$ cat src/hw/rtl/llrns_pkg.sv
// ---------------------------------------------------------------------------
// llrns_pkg
// Types and codes shared by the neighbour-sum linked list block.
// ---------------------------------------------------------------------------
package llrns_pkg;

  localparam int VAL_W = 12;
  localparam int CFG_W = 11;
  localparam int SUM_W = 23;
  localparam int STAT_W = 2;

  localparam logic [SUM_W-1:0] SUM_MAX = {SUM_W{1'b1}};

  localparam logic OP_LOAD   = 1'b0;
  localparam logic OP_REMOVE = 1'b1;

  localparam logic [STAT_W-1:0] STAT_OK      = 2'd0;
  localparam logic [STAT_W-1:0] STAT_UNKNOWN = 2'd1;
  localparam logic [STAT_W-1:0] STAT_REMOVED = 2'd2;
  localparam logic [STAT_W-1:0] STAT_BEYOND  = 2'd3;

  typedef struct packed {
    logic             op;
    logic [VAL_W-1:0] value;
  } in_item_t;

  typedef struct packed {
    logic [STAT_W-1:0] status;
    logic              left_present;
    logic [VAL_W-1:0]  left_value;
    logic              right_present;
    logic [VAL_W-1:0]  right_value;
    logic [SUM_W-1:0]  running_sum;
  } out_item_t;

  typedef enum logic [2:0] {
    S_CLEAR,
    S_IDLE,
    S_LOAD,
    S_LOOK,
    S_LINK,
    S_VAL
  } state_t;

  typedef struct packed {
    logic              clr_wr;
    logic              capture;
    logic              load_wr;
    logic              node_rd;
    logic              splice;
    logic              res_code;
    logic [STAT_W-1:0] code;
    logic              res_remove;
  } ctrl_cmd_t;

  typedef struct packed {
    logic clr_last;
    logic beyond;
    logic hit;
    logic removed;
  } dp_stat_t;

endpackage

$ cat src/hw/rtl/llrns_ctrl.sv
// ---------------------------------------------------------------------------
// llrns_ctrl
// Sequencer: clearing pass, then one item at a time through the memory reads.
// ---------------------------------------------------------------------------
module llrns_ctrl
  import llrns_pkg::*;
(
  input  logic       clk,
  input  logic       rst_n,
  input  logic       start,
  input  logic       in_op,
  input  dp_stat_t   stat,
  output logic       busy,
  output ctrl_cmd_t  cmd
);

  state_t state_r, state_nxt;

  always_ff @(posedge clk) begin
    if (!rst_n) begin
      state_r <= S_CLEAR;
    end else begin
      state_r <= state_nxt;
    end
  end

  always_comb begin
    state_nxt = state_r;
    cmd       = '0;
    busy      = (state_r != S_IDLE);
    case (state_r)
      S_CLEAR: begin
        cmd.clr_wr = 1'b1;
        if (stat.clr_last) begin
          state_nxt = S_IDLE;
        end
      end
      S_IDLE: begin
        if (start) begin
          cmd.capture = 1'b1;
          state_nxt   = (in_op == OP_REMOVE) ? S_LOOK : S_LOAD;
        end
      end
      S_LOAD: begin
        cmd.res_code = 1'b1;
        if (stat.beyond) begin
          cmd.code = STAT_BEYOND;
        end else begin
          cmd.load_wr = 1'b1;
          cmd.code    = STAT_OK;
        end
        state_nxt = S_IDLE;
      end
      S_LOOK: begin
        if (!stat.hit) begin
          cmd.res_code = 1'b1;
          cmd.code     = STAT_UNKNOWN;
          state_nxt    = S_IDLE;
        end else begin
          cmd.node_rd = 1'b1;
          state_nxt   = S_LINK;
        end
      end
      S_LINK: begin
        if (stat.removed) begin
          cmd.res_code = 1'b1;
          cmd.code     = STAT_REMOVED;
          state_nxt    = S_IDLE;
        end else begin
          cmd.splice = 1'b1;
          state_nxt  = S_VAL;
        end
      end
      S_VAL: begin
        cmd.res_remove = 1'b1;
        state_nxt      = S_IDLE;
      end
      default: begin
        state_nxt = S_IDLE;
      end
    endcase
  end

endmodule

$ cat config.mk
export PLATFORM = sky130hd
export DESIGN_NAME = llrns_ctrl
export DESIGN_NICKNAME = d
export VERILOG_FILES = /design/src/hw/rtl/llrns_pkg.sv /design/src/hw/rtl/llrns_ctrl.sv
export SDC_FILE = /design/constraint.sdc
export NUM_CORES = 1
export LEC_CHECK = 0
export BUFFER_PORTS_ARGS = -buffer_cell sky130_fd_sc_hd__buf_2
export CELL_PAD_IN_SITES_DETAIL_PLACEMENT = 1
export CELL_PAD_IN_SITES_GLOBAL_PLACEMENT = 2
export CORE_MARGIN = 2
export CORE_UTILIZATION = 17
export DETAILED_ROUTE_END_ITERATION = 10
export PLACE_DENSITY_LB_ADDON = 0.05
export RECOVER_POWER = 100
export SKIP_CTS_REPAIR_TIMING = 1
export SLEW_MARGIN = 25
export SYNTH_ARGS = -nofsm -noshare
export SYNTH_HDL_FRONTEND = slang
export SYNTH_SLANG_ARGS = --single-unit
$ cat constraint.sdc
create_clock -name clk -period 2.2 [get_ports clk]
set_input_delay 0 -clock clk [delete_from_list [all_inputs] [get_ports clk]]
set_output_delay 0 -clock clk [all_outputs]
set_load 0.02 [all_outputs]
; Word level (Yosys, flattened, before mapping)
; Cells that the tools add are included.
[classes]
eq_ne = 8
reduce_logical = 2
muxes = 20
[op_table]
columns = operator, n
row1 = 2-to-1 mux 3 bit, 6
row2 = case mux 3 bit (4 select lines), 1
row3 = 2-to-1 mux 1 bit, 11
row4 = case mux 3 bit (3 select lines), 1
row5 = equality test 3 x 2 -> 1 bit (second input constant), 2
row6 = equality test 3 bit (second input constant), 2
row7 = inequality test 2 bit (second input constant), 2
row8 = equality test 3 x 1 -> 1 bit (second input constant), 1
row9 = zero test 3 bit, 1
row10 = inequality test 3 x 1 -> 1 bit (second input constant), 1
row11 = 2-to-1 mux 2 bit, 1
row12 = AND reduction 2 bit, 1
[totals]
register_bits = 3
in_bits = 8
output_inout_bits = 10
elab_cells = 31

; Longest topological paths before layout
[depth]
word_depth = 3
mapped_depth = 4
ltp_nobuf = 3

; Worst setup path after synthesis
; OpenSTA, ideal clock, no wires.
[synth_timing]
kind = register -> register
start = register state_r[2]
end = register state_r[2]
period_less_slack_ns = 1.143
setup_ns = 0.059
path_stages_with_launch = 4
t_required_ns = 2.141
path_buffers = 0
setup_slack_ns = 1.057
arrival_time_ns = 1.085
cell_sequence = dfxtp_1 -> nor2b_2 -> nor3b_2 -> o21a_1
[synth_between]
elab_chain_len = 3
elab_cells_between_ends = 8
classes_between = eq/ne (5) / mux (1) / reduce/logical (2)
[synth_lines]
columns = item, line
row1 = "start, declared", llrns_ctrl.sv:17  ; state_t state_r, state_nxt;
row2 = "start signal, assigned", llrns_ctrl.sv:23  ; state_r <= state_nxt;
row3 = equality test 3 x 1 -> 1 bit or zero test 3 bit (tied branches), llrns_ctrl.sv:31  ; case (state_r)
row4 = inequality test 2 bit (no source line), n/a
row5 = AND reduction 2 bit (no source line), n/a
; Parallel ways exist; a longest one is shown, timed or not.
; A chain may end at the register's enable or synchronous reset.

==> results.cfg <==
[routing]
met3RoutedLength_um = 64
routed-via-count = 296
wl_um = 715
metal_1_wl_um = 293
detail_route.first_pass.iterations = 1
detailed_route_wire_length_per_cell_um = 10.8
vias_per_cell = 4.48
routed.top_layer = met3
ant_nets = 0
met2WireLength_um = 357
drt_iter0_drc = 0
post-route-drc-count = 0

[sta]
period_minus_slack_ps = 1380
hold_violations = 0
timing.final.crit_share = 0.629
fin_worst_skew_ps = 0.222
fin_worst_hold_slack_ps = 32.6
unrepaired_setup_endpoints_after_global_routing = no
slew_headroom = 0.744
report.final.slew_viol_count = 0
setup-tns-final_ps = 0
tightestPinTransition_ps = 383
timing.fmax_mhz = 722
final-setup-viol-count = 0

[worst_setup_path]
timing.critical_path.slowest_stage_cell = dfxtp_1
crit_path_max_incr_delay_ps = 400
chain_of_cells_forming_the_critical_path = nor2b_1, nor3b_1, buf_2
capturing_element_of_the_worst_setup_path = cmd[4]
worstSetupStartpoint = state_r[2]
worst-r2r-setup-slack_ps = 1050
worstPathMaxFanout = 6
setup.worst_path.end_class = output port
rr_startpoint = state_r[2]
critical_path.reg2reg.endpoint = state_r[2]
setup.worst_path.start_class = flip-flop
worst-setup-path-type = flip-flop to output port
required_ps = 2200
r2r_worst_path_depth = 3
critPathArrivalTime_ps = 1380

[global_route]
antenna_violations_before_repair = 0
first_global_vias = 263
grt_start_max_net_pins = 13
grt_overflow = 0
grt_pass1_wl_um = 1110
groute.usage.overall = 0.111

[synth]
ys.flop_type = dfxtp_1
netlist_top_cells_area = dfxtp_1 (27%), nor2_1 (8.3%), and2_1 (5.5%), and3_1 (5.5%), nor3b_2 (5.5%)
synth.yosys.seq_area_share = 0.265
netlist-cell-type-count = 19
syn-num-nets = 39
synth_seq_cells = 3
cells_after_synth = 31
netlist.top_cell.by_area = dfxtp_1
synthDominantCellAreaShare = 0.265
post_synth_most_frequent_cells = nor2_1 (5), dfxtp_1 (3), nand2_1 (3)
synth_async_sr_flop_share = 0
synth_most_common_cell = nor2_1
synth-edff-count = 0
cell_area_after_synthesis_um2 = 226
postSynthAreaPerCell_um2 = 7.31
ys.warnings.count = 0

[floorplanning]
io-pin-count = 18
fp.dieH_um = 40.5
floorplan.rows = 13
die_area_um2 = 1640
floorplan.core_area_um2 = 1270
initial_core_util = 0.179
dieWidth_um = 40.5

[cts]
clock_tree_from_tritoncts = yes
root_driver = clkbuf_4
clock_insertion_delay_worst_skew_ps = 230
clkTransAtPathRegs_ps = 30
cts.path.max_buffers = 2
clock_sinks = 3
cts_max_level = 1
cts_inserted_buffers = 3

[power]
power.density_nw_per_um2 = 630
vdd_drop_max_uv = 195
fin_total_pwr_mw = 0.210
p_leak_nw = 0.157

[finish]
syn_to_final_growth_pct = 47.5
antennaDiodeCount = 0
final_cell_count_no_fill = 66
final_layout_size_suffix_gt1_frac = 0.235
nNetsFinal = 60
largest_register = state_r
largest_register_ff_count = 3
finalCoreUtilization = 0.263
layout_top_registers = state_r (3)

[worst_hold_path]
hold-path-cell-count = 2
timing.hold.worst.class = input pin to flip-flop

[placed_design]
place.detailed.instances = 62
port-buffer-count = 17
detailed_place_hpwl_um = 558
gp_congestion = 0.621

[outcome]
run_status = finished, final reports clean

[job]
maxCapViolCount = 0
## cell type report
class | count | area [um^2]
clock buffer | 4 | 26.3
fill | 179 | 935
inverter | 1 | 3.75
multi-input combinational | 26 | 150
sequential | 3 | 60.1
tap | 15 | 18.8
timing repair buffer | 17 | 75.1
## layer usage
layer  GRT usage  vias up
met2       0.171       13
met3      0.0500        0
met4       0.100        0
met1       0.110      135
met5           0        -
li1            -      148
## cell families (layout without fill, tap and decap cells)
logic type | count (synthesis) | count (layout) | synth area share
flops | 3 | 3 | 0.265
buf+inv | 2 | 22 | 0.0386
mux | 1 | 1 | 0.0442
compound gates | 7 | 7 | 0.210
simple gates | 18 | 18 | 0.442
## critical path: cells and delay by family, from the launching register on
| kind | cells | cell delay [ps] |
|---|---|---|
| AND/OR/NAND/NOR | 2 | 540 |
| flip-flops | 1 | 400 |
| buffers and inverters | 1 | 220 |
## power breakdown
part | internal [mW] | switching, mW | total [mW]
sequential | 0.0583 | 0.00946 | 0.0677
combinational | 0.0193 | 0.0290 | 0.0483
clock | 0.0678 | 0.0266 | 0.0944
total | 0.145 | 0.0650 | 0.210
## cells in the final DEF, fill, tap and decap left out
| cell type | n |
|---|---|
| nor2_1 | 5 |
| mux2i_1 | 1 |
| nand2b_1 | 1 |
| o22ai_1 | 1 |
| a21oi_1 | 2 |
| nor3_1 | 2 |
| inv_1 | 1 |
| a22o_1 | 1 |
| o21a_1 | 1 |
| clkbuf_1 | 9 |
| and3_1 | 2 |
| nand2_1 | 3 |
| buf_2 | 9 |
| and2_0 | 1 |
| clkbuf_4 | 3 |
| nor3b_1 | 1 |
| nor2b_1 | 1 |
| o21bai_1 | 1 |
| a22oi_1 | 1 |
| dfxtp_1 | 3 |
| and2b_1 | 1 |
| and2_1 | 1 |
## how the worst min path moves through the flow
stage	start	end	slack (ps)
floorplan	stat[0]	cmd[4]	50
global placement	rst_n	state_r[2]	260
detailed placement	rst_n	state_r[1]	280
CTS	rst_n	state_r[1]	30
global route	rst_n	state_r[2]	40
finish	rst_n	state_r[2]	30
## per-stage QoR
stage                     setup slack [ps]  cell area (um^2)
after floorplan                       1060               226
after global placement                1120               325
after detailed placement              1100               325
after CTS                              909               352
after global routing                   667               334
final                                  816               334
(Power assumes the default switching activity.)
